### src/rtl/assert_macros.svh
// assertion macros used by the rtl block
// no dependencies
`ifndef ASSERT_MACROS_SVH
`define ASSERT_MACROS_SVH
// implication checked on every rising clock edge outside reset
`define ASSERT_IMP(label, ante, cons) \
    label: assert property (@(posedge i_clk) disable iff (!i_rst_n) (ante) |-> (cons)) \
        else $error("assertion failed");
// next-cycle implication checked outside reset
`define ASSERT_NEXT(label, ante, cons) \
    label: assert property (@(posedge i_clk) disable iff (!i_rst_n) (ante) |=> (cons)) \
        else $error("assertion failed");
`endif

### src/rtl/i2cmrt_pkg.sv
// package for the i2c master register transfer block
// types and constants for the bus sequencer; no dependencies
package i2cmrt_pkg;
    localparam int CountBits = 16;

    typedef enum logic [1:0] {
        OP_TICK  = 2'd0,
        OP_BEGIN = 2'd1,
        OP_BYTE  = 2'd2,
        OP_NONE  = 2'd3
    } t_opcode;

    typedef enum logic [9:0] {
        PH_IDLE    = 10'b00_0000_0001,
        PH_START_W = 10'b00_0000_0010,
        PH_ADDR_W  = 10'b00_0000_0100,
        PH_REG_HI  = 10'b00_0000_1000,
        PH_REG_LO  = 10'b00_0001_0000,
        PH_START_R = 10'b00_0010_0000,
        PH_ADDR_R  = 10'b00_0100_0000,
        PH_DATA_W  = 10'b00_1000_0000,
        PH_DATA_R  = 10'b01_0000_0000,
        PH_STOP    = 10'b10_0000_0000
    } t_phase;

    typedef enum logic [1:0] {
        ST_OK       = 2'd0,
        ST_ADDR_NAK = 2'd1,
        ST_REG_NAK  = 2'd2,
        ST_DATA_NAK = 2'd3
    } t_status;

    localparam int InWidth  = 56;
    localparam int OutWidth = 16;
endpackage

### src/rtl/i2c_master_register_transfer.sv
// Usage: requests enter on the s_axis channel, one per cycle at most. Each request
// is a time tick (opcode 0), a transaction begin (opcode 1), a write byte
// (opcode 2) or a no-op (opcode 3). For every accepted request exactly one result
// leaves on m_axis, carrying the pin levels (scl, sda_out, sda_drive), need_byte,
// a read byte with its valid flag, the done pulse, the last status and busy.
// The result is registered: a request taken at a clock edge shows on m_axis in
// the cycle after it. One request per cycle is taken while the result register
// is free or being taken; the bus sequencer step is a single pass of logic
// between the state registers and the result register. When the receiver stalls,
// the result register holds and s_axis_tready falls only if the result register
// is full and not taken, so the block keeps pace. Reset (synchronous, active low)
// returns the sequencer to idle, clears the result valid flag, loads ticks_per_step
// = 1, ack_poll_limit = 250, and releases SDA with SCL high. Configuration writes on
// cfg (index 0 ticks_per_step, index 1 ack_poll_limit) are always accepted.
`include "assert_macros.svh"
module i2c_master_register_transfer (
    input  logic        i_clk,
    input  logic        i_rst_n,
    input  logic        s_axis_tvalid,
    output logic        s_axis_tready,
    // tdata: opcode[1:0], sda_in[2], is_read[3], device_type[5:4],
    // dev_addr[13:6], reg_ptr[29:14], byte_count[45:30],
    // write_byte[53:46], zero fill[55:54]
    input  logic [i2cmrt_pkg::InWidth-1:0] s_axis_tdata,
    output logic        m_axis_tvalid,
    input  logic        m_axis_tready,
    // tdata: scl[0], sda_out[1], sda_drive[2], need_byte[3], read_byte[11:4],
    // read_valid[12], done_res[13], status[15:14]
    output logic [i2cmrt_pkg::OutWidth-1:0] m_axis_tdata,
    input  logic        i_cfg_valid,
    output logic        o_cfg_ready,
    input  logic        i_cfg_index,
    input  logic [7:0]  i_cfg_data,
    // tuser: busy_res
    output logic        m_axis_tuser
);
    import i2cmrt_pkg::*;

    // configuration
    logic [7:0] r_tps, r_apl;
    // sequencer state
    t_phase      r_phase, n_phase;
    logic [2:0]  r_micro, n_micro;
    logic [3:0]  r_bit, n_bit;
    logic [7:0]  r_shift, n_shift;
    logic [9:0]  r_timer, n_timer;
    logic [7:0]  r_polls, n_polls;
    logic [CountBits-1:0] r_left, n_left;
    logic [15:0] r_reg, n_reg;
    logic [7:0]  r_slave, n_slave;
    logic [2:0]  r_mode, n_mode;
    logic [7:0]  r_pend, n_pend;
    logic        r_pvalid, n_pvalid;
    t_status     r_stat, n_stat;
    logic        r_scl, n_scl, r_sda, n_sda, r_drv, n_drv;
    // result register
    logic        r_ovalid;
    logic [OutWidth-1:0] r_odata;
    logic        r_obusy;

    logic        accept;
    t_opcode     op;
    logic        sda_in, rx, done;
    logic [7:0]  tx_byte;
    logic [8:0]  poll_next;
    logic [7:0]  tps_eff;
    logic [9:0]  w1, w2, w4;
    logic        nd_next;

    assign o_cfg_ready   = 1'b1;
    assign s_axis_tready = !r_ovalid || m_axis_tready;
    assign accept        = s_axis_tvalid && s_axis_tready;
    assign op            = t_opcode'(s_axis_tdata[1:0]);
    assign sda_in        = s_axis_tdata[2];

    // delay reload values: units*tps - 1, kept to ten bits
    assign tps_eff = (r_tps == 8'd0) ? 8'd1 : r_tps;
    assign w1      = {2'b00, tps_eff} - 10'd1;
    assign w2      = {1'b0, tps_eff, 1'b0} - 10'd1;
    assign w4      = {tps_eff, 2'b00} - 10'd1;
    assign poll_next = {1'b0, r_polls} + 9'd1;

    // byte to shift out for address and register phases
    always_comb begin
        case (r_phase)
            PH_ADDR_W: tx_byte = (r_mode[1:0] == 2'd3)
                ? ({r_slave[7:1], 1'b0} + {r_reg[14:8], 1'b0}) : {r_slave[7:1], 1'b0};
            PH_REG_HI: tx_byte = r_reg[15:8];
            PH_REG_LO: tx_byte = r_reg[7:0];
            default:   tx_byte = {r_slave[7:1], 1'b1};
        endcase
    end

    // one step of the bus sequencer
    always_comb begin
        n_phase = r_phase; n_micro = r_micro; n_bit = r_bit; n_shift = r_shift;
        n_timer = r_timer; n_polls = r_polls; n_left = r_left; n_reg = r_reg;
        n_slave = r_slave; n_mode = r_mode; n_pend = r_pend; n_pvalid = r_pvalid;
        n_stat = r_stat; n_scl = r_scl; n_sda = r_sda; n_drv = r_drv;
        rx = 1'b0; done = 1'b0;
        case (op)
            OP_TICK: begin
                if (r_phase == PH_IDLE) begin
                    n_phase = r_phase;
                end else if (r_timer != 10'd0) begin
                    n_timer = r_timer - 10'd1;
                end else begin
                    case (r_phase)
                        PH_START_W, PH_START_R: begin
                            if (r_micro == 3'd0) begin
                                n_drv = 1'b1; n_sda = 1'b1; n_scl = 1'b1;
                                n_timer = w4; n_micro = 3'd1;
                            end else begin
                                n_sda = 1'b0; n_timer = w4; n_micro = 3'd0;
                                n_phase = (r_phase == PH_START_W) ? PH_ADDR_W : PH_ADDR_R;
                            end
                        end
                        PH_DATA_R: begin
                            case (r_micro)
                                3'd0: begin
                                    n_drv = 1'b0; n_sda = 1'b1; n_bit = 4'd0;
                                    n_shift = 8'd0; n_timer = w2; n_micro = 3'd1;
                                end
                                3'd1: begin
                                    n_scl = 1'b1; n_shift = {r_shift[6:0], sda_in};
                                    n_timer = w2; n_micro = 3'd2;
                                end
                                3'd2: begin
                                    n_scl = 1'b0; n_bit = r_bit + 4'd1;
                                    if (r_bit + 4'd1 < 4'd8) begin
                                        n_timer = w2; n_micro = 3'd1;
                                    end else begin
                                        rx = 1'b1; n_left = r_left - CountBits'(1);
                                        n_drv = 1'b1;
                                        n_sda = (r_left - CountBits'(1)) == '0;
                                        n_timer = w2; n_micro = 3'd3;
                                    end
                                end
                                3'd3: begin
                                    n_scl = 1'b1; n_timer = w2; n_micro = 3'd4;
                                end
                                default: begin
                                    n_scl = 1'b0; n_micro = 3'd0;
                                    if (r_left == '0) begin
                                        n_timer = w1; n_phase = PH_STOP;
                                    end else begin
                                        n_timer = w2;
                                    end
                                end
                            endcase
                        end
                        PH_STOP: begin
                            case (r_micro)
                                3'd0: begin
                                    n_drv = 1'b1; n_sda = 1'b0; n_timer = w1;
                                    n_micro = 3'd1;
                                end
                                3'd1: begin n_scl = 1'b1; n_timer = w4; n_micro = 3'd2; end
                                3'd2: begin n_sda = 1'b1; n_timer = w4; n_micro = 3'd3; end
                                default: begin
                                    n_phase = PH_IDLE; n_micro = 3'd0; done = 1'b1;
                                end
                            endcase
                        end
                        default: begin
                            case (r_micro)
                                3'd0: begin
                                    if (r_phase != PH_DATA_W || r_pvalid) begin
                                        if (r_phase == PH_DATA_W) begin
                                            n_shift = r_pend; n_pvalid = 1'b0;
                                            n_left = r_left - CountBits'(1);
                                        end else begin
                                            n_shift = tx_byte;
                                        end
                                        n_drv = 1'b1; n_scl = 1'b0; n_bit = 4'd0;
                                        n_timer = w1; n_micro = 3'd1;
                                    end
                                end
                                3'd1: begin
                                    n_sda = r_shift[7]; n_shift = {r_shift[6:0], 1'b0};
                                    n_timer = w1; n_micro = 3'd2;
                                end
                                3'd2: begin n_scl = 1'b1; n_timer = w2; n_micro = 3'd3; end
                                3'd3: begin
                                    n_scl = 1'b0; n_timer = w1; n_bit = r_bit + 4'd1;
                                    n_micro = (r_bit + 4'd1 < 4'd8) ? 3'd1 : 3'd4;
                                end
                                3'd4: begin
                                    n_drv = 1'b0; n_sda = 1'b1; n_timer = w1;
                                    n_micro = 3'd5;
                                end
                                3'd5: begin
                                    n_scl = 1'b1; n_timer = w1; n_polls = 8'd0;
                                    n_micro = 3'd6;
                                end
                                default: begin
                                    if (!sda_in) begin
                                        n_scl = 1'b0; n_timer = w1; n_micro = 3'd0;
                                        case (r_phase)
                                            PH_ADDR_W: begin
                                                if (r_mode[1:0] == 2'd0)
                                                    n_phase = r_mode[2] ? PH_START_R
                                                        : (r_left != '0 ? PH_DATA_W : PH_STOP);
                                                else if (r_mode[1:0] == 2'd2)
                                                    n_phase = PH_REG_HI;
                                                else
                                                    n_phase = PH_REG_LO;
                                            end
                                            PH_REG_HI: n_phase = PH_REG_LO;
                                            PH_REG_LO: n_phase = r_mode[2] ? PH_START_R
                                                : (r_left != '0 ? PH_DATA_W : PH_STOP);
                                            PH_ADDR_R: n_phase = PH_DATA_R;
                                            default: n_phase = (r_left != '0) ? PH_DATA_W
                                                : PH_STOP;
                                        endcase
                                    end else if (poll_next > {1'b0, r_apl}) begin
                                        if (r_phase == PH_ADDR_W) n_stat = ST_ADDR_NAK;
                                        else if (r_phase == PH_REG_HI || r_phase == PH_REG_LO)
                                            n_stat = ST_REG_NAK;
                                        else n_stat = ST_DATA_NAK;
                                        n_drv = 1'b1; n_sda = 1'b0; n_timer = w1;
                                        n_phase = PH_STOP; n_micro = 3'd1;
                                    end else begin
                                        n_polls = poll_next[7:0];
                                    end
                                end
                            endcase
                        end
                    endcase
                end
            end
            OP_BEGIN: begin
                if (r_phase == PH_IDLE) begin
                    n_mode  = {s_axis_tdata[3], s_axis_tdata[5:4]};
                    n_slave = s_axis_tdata[13:6];
                    n_reg   = s_axis_tdata[29:14];
                    n_left  = s_axis_tdata[30 +: CountBits];
                    if (s_axis_tdata[3] && s_axis_tdata[30 +: CountBits] == '0)
                        n_left = CountBits'(1);
                    n_pvalid = 1'b0; n_stat = ST_OK; n_polls = 8'd0;
                    n_micro = 3'd0; n_timer = 10'd0; n_bit = 4'd0;
                    n_phase = (s_axis_tdata[3] && s_axis_tdata[5:4] == 2'd0)
                        ? PH_START_R : PH_START_W;
                end
            end
            OP_BYTE: begin
                n_pend = s_axis_tdata[53:46]; n_pvalid = 1'b1;
            end
            default: n_phase = r_phase;
        endcase
        nd_next = (n_phase != PH_IDLE) && !n_mode[2] && (n_left != '0) && !n_pvalid;
    end

    // configuration registers
    always_ff @(posedge i_clk) begin
        if (!i_rst_n) begin
            r_tps <= 8'd1; r_apl <= 8'd250;
        end else if (i_cfg_valid) begin
            if (i_cfg_index == 1'b0) r_tps <= i_cfg_data;
            else r_apl <= i_cfg_data;
        end
    end

    // sequencer state and result register
    always_ff @(posedge i_clk) begin
        if (!i_rst_n) begin
            r_phase <= PH_IDLE; r_micro <= 3'd0; r_bit <= 4'd0; r_shift <= 8'd0;
            r_timer <= 10'd0; r_polls <= 8'd0; r_left <= '0; r_reg <= 16'd0;
            r_slave <= 8'd0; r_mode <= 3'd0; r_pvalid <= 1'b0; r_stat <= ST_OK;
            r_scl <= 1'b1; r_sda <= 1'b1; r_drv <= 1'b0; r_ovalid <= 1'b0;
        end else begin
            if (accept) begin
                r_phase <= n_phase; r_micro <= n_micro; r_bit <= n_bit;
                r_shift <= n_shift; r_timer <= n_timer; r_polls <= n_polls;
                r_left <= n_left; r_reg <= n_reg; r_slave <= n_slave;
                r_mode <= n_mode; r_pvalid <= n_pvalid; r_stat <= n_stat;
                r_scl <= n_scl; r_sda <= n_sda; r_drv <= n_drv;
                r_ovalid <= 1'b1;
            end else if (m_axis_tready) begin
                r_ovalid <= 1'b0;
            end
        end
    end

    // payload registers
    always_ff @(posedge i_clk) begin
        if (accept) begin
            r_pend  <= n_pend;
            r_odata <= {n_stat, done, rx, (rx ? n_shift : 8'd0), nd_next, n_drv, n_sda,
                        n_scl};
            r_obusy <= (n_phase != PH_IDLE);
        end
    end

    assign m_axis_tvalid = r_ovalid;
    assign m_axis_tdata  = r_odata;
    assign m_axis_tuser  = r_obusy;

    // checks
    `ASSERT_NEXT(a_hold_stall, m_axis_tvalid && !m_axis_tready, m_axis_tvalid)
    `ASSERT_IMP(a_idle_pins, r_phase == PH_IDLE && r_micro != 3'd0, 1'b0)
    `ASSERT_IMP(a_bit_range, r_phase != PH_IDLE, r_bit <= 4'd8)
endmodule

### config.mk
export PLATFORM = sky130hd
export DESIGN_NAME = i2c_master_register_transfer
export DESIGN_NICKNAME = d
export VERILOG_FILES = /design/src/rtl/i2cmrt_pkg.sv /design/src/rtl/i2c_master_register_transfer.sv
export VERILOG_INCLUDE_DIRS = /design/src /design/src/rtl
export SDC_FILE = /design/constraint.sdc
export NUM_CORES = 1
export LEC_CHECK = 0
export BUFFER_PORTS_ARGS = -buffer_cell sky130_fd_sc_hd__buf_4
export CAP_MARGIN = 25
export CORE_ASPECT_RATIO = 2
export CORE_MARGIN = 4
export CORE_UTILIZATION = 32
export CTS_CLUSTER_DIAMETER = 100
export DETAILED_ROUTE_END_ITERATION = 10
export PLACE_DENSITY = 0.59
export SLEW_MARGIN = 5
export SYNTH_ARGS = -nofsm -noshare
export SYNTH_HDL_FRONTEND = slang
export SYNTH_SLANG_ARGS = --single-unit
### constraint.sdc
create_clock -name i_clk -period 4.2 [get_ports i_clk]
set_input_delay 0.63 -clock i_clk [delete_from_list [all_inputs] [get_ports i_clk]]
set_output_delay 0.63 -clock i_clk [all_outputs]
set_load 0.01 [all_outputs]
==> flow_metrics.env, run 1 <==
export IMPL_synth_seq_area_share=0.316
export IMPL_syn_instance_count=1231
export IMPL_synth_cell_area_sq_um=9220
export IMPL_slew_violations=0
export IMPL_die_h_microns=248
export IMPL_start_kind="register"
export IMPL_critical_path_arrival_ns=4.08
export IMPL_pwr_share_clk=0.386
export IMPL_antenna_cells=0
export IMPL_postSynthAreaPerCell_sq_um=7.49
export IMPL_cts_htree_levels=4
export IMPL_drcViolationCount=0
export IMPL_power_mw=3.80
export IMPL_hold_viol=0
export IMPL_ant_nets=0
export IMPL_maxCapViolCount=0
export IMPL_fin_nets=1412
export IMPL_clock_root_buffer="clkbuf_16"
export IMPL_fin_area_sq_um=11000
export IMPL_gp_congestion=0.979
export IMPL_wl_per_cell_microns=20.6
export IMPL_wl_mm=34.7
export IMPL_cp_common_cell="buf_4"
export IMPL_layout_common_cells="nand2_1 (185), buf_4 (148), a21oi_1 (133)"
export IMPL_cts_tree="done"
export IMPL_grt_max_degree=47
export IMPL_max_slew_worst_pin_slew_ns=0.960
export IMPL_initial_core_util=0.326
export IMPL_placed_area_sq_um=10500
export IMPL_layout_cells_most_common="nand2_1"
export IMPL_track_usage=0.217
export IMPL_hold_buffers=0
export IMPL_die_x_microns=128
export IMPL_p_sw_frac=0.334
export IMPL_fill_cells=3035
export IMPL_drive_above_1_share=0.173
export IMPL_rsz0062_at_grt="no"
export IMPL_synth_ff_type="dfxtp_1"
export IMPL_crit_chain="ha_2 > and3_1 > nand3_1 > xnor2_1 > ha_1 > nand2_1 > o32a_1 > o211ai_1 > buf_4 > a31oi_1 > buf_4 > a21oi_1 > nand2b_1 > a211o_1 > nor4_2 > buf_4 > a311oi_1"
export IMPL_relSlewSlack=0.359
export IMPL_antenna_found_initial=0
export IMPL_crit_buf_inv=3
export IMPL_ctsLongestPathBuffers=2
export IMPL_first_pass_iters=8
export IMPL_synth_nets=1323
export IMPL_coreArea_sq_um=28300
export IMPL_cts_sinks=133
export IMPL_multi_input_area_sq_um=5850
export IMPL_async_reset_ff_frac=0
export IMPL_cts_setup_buffers=0
export IMPL_synth_warnings=0
export IMPL_intPower_mw=2.53
export IMPL_min_period_ns=3.91
export IMPL_crit_fanout=5
export IMPL_criticalPathCategory="reg2reg"
export IMPL_grt_pass1_vias=9973
export IMPL_grt_ovfl_total=0
export IMPL_cts_buffers=17
export IMPL_pwr_density_cell_nw_per_um2=344
export IMPL_viasPerCell=5.87
export IMPL_dp_hpwl_mm=26.9
export IMPL_ys_types=95
export IMPL_rows=87
export IMPL_max_freq_mhz=256
export IMPL_status="completed"
export IMPL_drt_initial_drc_count=674
export IMPL_cp_slowest_stage_delay_ns=0.39
export IMPL_fin_setup_tns_ns=0
export IMPL_portBuffers=85
export IMPL_clk_latency_ns=0.44
export IMPL_cp_top_family="compound AO/OA/AOI/OAI gates"
export IMPL_synth_edff_count=25
export IMPL_hold_class="in2reg"
export IMPL_finClkSkew_ns=0.0149
export IMPL_irDropWorstVdd_mv=0.232
export IMPL_cts_resized=0
export IMPL_cp_slowest_cell="dfxtp_1"
export IMPL_comb_power_share=0.238
export IMPL_p_seq_frac=0.375
export IMPL_r2r_slack_ns=0.29
export IMPL_ys_ff_latch=133
export IMPL_vias=9902
export IMPL_register_area_sq_um=2910
export IMPL_utilization=0.390
export IMPL_die_area_sq_um=31800
export IMPL_p_sw_mw=1.27
export IMPL_cp_end_kind="register"
export IMPL_leakagePower_nw=4.26
export IMPL_cp_required_ns=4.37
export IMPL_ios=90
export IMPL_grt_first_pass_wirelength_mm=53.8
export IMPL_clk_pin_slew_ns=0.06
export IMPL_period_share=0.930
export IMPL_setup_viol=0
export IMPL_syn_to_final_growth_pct=19.8
per-stage QoR:
step | hold slack [ns] | cells | worst slack, ns
after detailed placement | 0.452 | 1657 | 0.117
after CTS | 0.348 | 1688 | 0.112
after global routing | 0.359 | 1688 | 0.0133
after global placement | 0.447 | 1657 | 0.178
after floorplan | 0.436 | 1231 | 0.717
final | 0.364 | 1688 | 0.292
layer usage:
layer  wire length (microns)  GRT usage
met2                   18500      0.402
met3                    1740     0.0382
met4                    2610      0.160
met1                   11900      0.211
met5                       0          0
cell usage after synthesis, types with 25 or more instances:
cell type,number,share of area
nand3_1,40,0.022
a211oi_1,28,0.023
dfxtp_1,108,0.23
clkbuf_1,59,0.024
nor3_1,37,0.020
o21ai_0,64,0.035
a21oi_1,133,0.072
nor2_1,113,0.046
nand2_1,185,0.075
edfxtp_1,25,0.081
inv_1,35,0.014
kinds of logic after synthesis:
family / Yosys count / share of synthesized area
multiplexers: 10 / 0.0117
XOR/XNOR: 27 / 0.0256
other: 1 / 0.000407
buffers and inverters: 116 / 0.0520
AND/OR/NAND/NOR: 546 / 0.302
AO/OA/AOI/OAI: 375 / 0.261
adder cells (fa/ha/maj): 23 / 0.0318
flip-flops: 133 / 0.316
final timing paths:
kind                    start         endpoint  cells past startpoint
max                r_polls[0]  m_axis_tdata[3]                     17
min reg2reg          r_reg[4]         r_reg[4]                      2
max reg2reg        r_polls[0]  m_axis_tdata[3]                     17
min          s_axis_tdata[46]        r_pend[0]                      1
layout make-up:
| type | count | share of cell area |
|---|---|---|
| Clock buffer | 20 | 0.0433 |
| Sequential cell | 133 | 0.264 |
| Multi-Input combinational cell | 982 | 0.530 |
| Inverter | 37 | 0.0126 |
| Clock inverter | 11 | 0.00816 |
| Timing Repair Buffer | 149 | 0.102 |
| Tap cell | 356 | 0.0403 |
power by group through the flow:
stage | clock (mW) | sequential [mW] | combinational [mW]
floorplan | 0 | 1.43 | 0.552
CTS | 1.50 | 1.42 | 0.894
global placement | 0 | 1.45 | 0.884
detailed placement | 0 | 1.45 | 0.890
finish | 1.47 | 1.43 | 0.907
global route | 1.54 | 1.43 | 0.988
(Power assumes the default switching activity.)
==> inputs of run 2 (changes only) <==
Clock period 4.2 ns to 4.25 ns, I/O delays scaled along.
==> run 2 against run 1 <==
First-iteration DRC count down 14%. Cell count about the same. Global-route usage about the same. Sequential share of layout area about the same.
==> flow_metrics.env, run 2 (synthesized netlist as in run 1, its figures left out) <==
export IMPL_ios=90
export IMPL_endpoint="m_axis_tdata[3]"
export IMPL_rsz0062_at_grt="no"
export IMPL_drt_initial_drc_count=579
export IMPL_cts_sinks=133
export IMPL_grt_max_degree=55
export IMPL_clk_pin_slew_ns=0.06
export IMPL_hold_slack_ns=0.367
export IMPL_clk_latency_ns=0.45
export IMPL_hold_buffers=0
export IMPL_slew_violations=0
export IMPL_setup_viol=0
export IMPL_ant_nets=0
export IMPL_max_slew_worst_pin_slew_ns=0.875
export IMPL_syn_to_final_growth_pct=19.9
export IMPL_utilization=0.391
export IMPL_dp_cells=1656
export IMPL_clock_root_buffer="clkbuf_16"
export IMPL_max_freq_mhz=256
export IMPL_relSlewSlack=0.408
export IMPL_cts_tree="done"
export IMPL_cts_htree_levels=4
export IMPL_leakagePower_nw=4.26
export IMPL_p_seq_frac=0.374
export IMPL_drcViolationCount=0
export IMPL_r2r_start="r_polls[0]"
export IMPL_hold_class="in2reg"
export IMPL_critical_path_arrival_ns=4.08
export IMPL_cts_buffers=17
export IMPL_fin_setup_tns_ns=0
export IMPL_initial_core_util=0.326
export IMPL_layout_common_cells="nand2_1 (185), buf_4 (148), a21oi_1 (133)"
export IMPL_wl_per_cell_microns=20.4
export IMPL_die_x_microns=128
export IMPL_start_kind="register"
export IMPL_criticalPathCategory="reg2reg"
export IMPL_min_period_ns=3.91
export IMPL_pwr_share_clk=0.392
export IMPL_die_area_sq_um=31800
export IMPL_grt_pass1_vias=9775
export IMPL_r2r_cells=17
export IMPL_maxCapViolCount=0
export IMPL_portBuffers=85
export IMPL_intPower_mw=2.54
export IMPL_stdcell_count=1689
export IMPL_antenna_cells=0
export IMPL_antenna_found_initial=0
export IMPL_hold_viol=0
export IMPL_layout_cells_most_common="nand2_1"
export IMPL_viasPerCell=5.76
export IMPL_dp_hpwl_mm=26.9
export IMPL_irDropWorstVdd_mv=0.266
export IMPL_drive_above_1_share=0.172
export IMPL_crit_fanout=5
export IMPL_cp_end_kind="register"
export IMPL_p_sw_mw=1.23
export IMPL_crit_start="r_polls[0]"
export IMPL_gp_congestion=0.964
export IMPL_power_mw=3.77
export IMPL_die_h_microns=248
export IMPL_p_sw_frac=0.327
export IMPL_cts_setup_buffers=0
export IMPL_status="completed"
export IMPL_r2r_end="m_axis_tdata[3]"
export IMPL_comb_power_share=0.234
export IMPL_grt_ovfl_total=0
export IMPL_rows=87
export IMPL_grt_first_pass_wirelength_mm=53.2
export IMPL_finClkSkew_ns=0.00809
export IMPL_coreArea_sq_um=28300
export IMPL_cts_resized=0
export IMPL_pwr_density_cell_nw_per_um2=341
export IMPL_cp_required_ns=4.42
export IMPL_vias=9732
export IMPL_wl_mm=34.5
export IMPL_track_usage=0.218
export IMPL_fin_nets=1412
export IMPL_period_share=0.919
export IMPL_first_pass_iters=5
export IMPL_r2r_slack_ns=0.34
export IMPL_ctsLongestPathBuffers=2
==> run 2: cell types whose count changed in the layout (fill, tap and decap cells not counted), sizes merged <==
cell	before	now
clkinvlp	2	3
clkinv	5	4
bufinv	0	1
==> run 2: stage by stage <==
step,worst slack (ns),area (sq um)
final,0.344,11100
after global routing,0.0332,11100
after CTS,0.307,11000
after detailed placement,0.316,10400
after global placement,0.318,10400
after floorplan,0.767,9220
==> run 2: routing by layer <==
| layer | wire length, microns | vias up | part of all wire | global-route usage |
|---|---|---|---|---|
| met2 | 18100 | 346 | 0.52 | 0.401 |
| met4 | 2900 | 0 | 0.084 | 0.172 |
| met5 | 0 | - | 0 | 0 |
| met3 | 1670 | 141 | 0.048 | 0.0356 |
| li1 | - | 4689 | - | - |
| met1 | 11800 | 4556 | 0.34 | 0.211 |
==> run 2: how the worst min path moves through the flow <==
stage,endpoint,cells past startpoint,from
after floorplan,r_reg[15],2,r_reg[15]
after global placement,r_apl[2],2,r_apl[2]
final,r_pend[2],1,s_axis_tdata[48]
after CTS,r_pend[6],1,s_axis_tdata[52]
after detailed placement,r_reg[6],2,r_reg[6]
after global routing,r_pend[2],1,s_axis_tdata[48]
==> run 2: worst max-delay path, cell delays in order (launching register included) <==
cell and delay [ns]:
dfxtp_1 0.39, ha_1 0.26, and3_1 0.20, nand3_1 0.14, xnor2_1 0.17, ha_1 0.29, nand2_1 0.10, o32a_1 0.16
o211ai_1 0.10, buf_4 0.17, buf_4 0.14, a311oi_1 0.49, o21ai_0 0.19, a31oi_1 0.31, nand2_1 0.08, nor4_1 0.22
buf_4 0.17, a311oi_1 0.05
==> run 2: cell type report <==
type / count / area (sq um)
repair buffers: 149 / 1130
clock inverters: 12 / 115
well taps: 356 / 445
inverters: 37 / 139
clock buffers: 20 / 468
multi-input cells: 982 / 5840
fillers: 3038 / 17200
flip-flops and latches: 133 / 2910
==> run 2: power by group through the flow <==
| stage | combinational (mW) | clock [mW] | sequential [mW] |
|---|---|---|---|
| after floorplan | 0.545 | 0 | 1.41 |
| after global placement | 0.865 | 0 | 1.43 |
| after detailed placement | 0.869 | 0 | 1.44 |
| after CTS | 0.872 | 1.52 | 1.41 |
| after global routing | 0.957 | 1.55 | 1.42 |
| final | 0.883 | 1.48 | 1.41 |
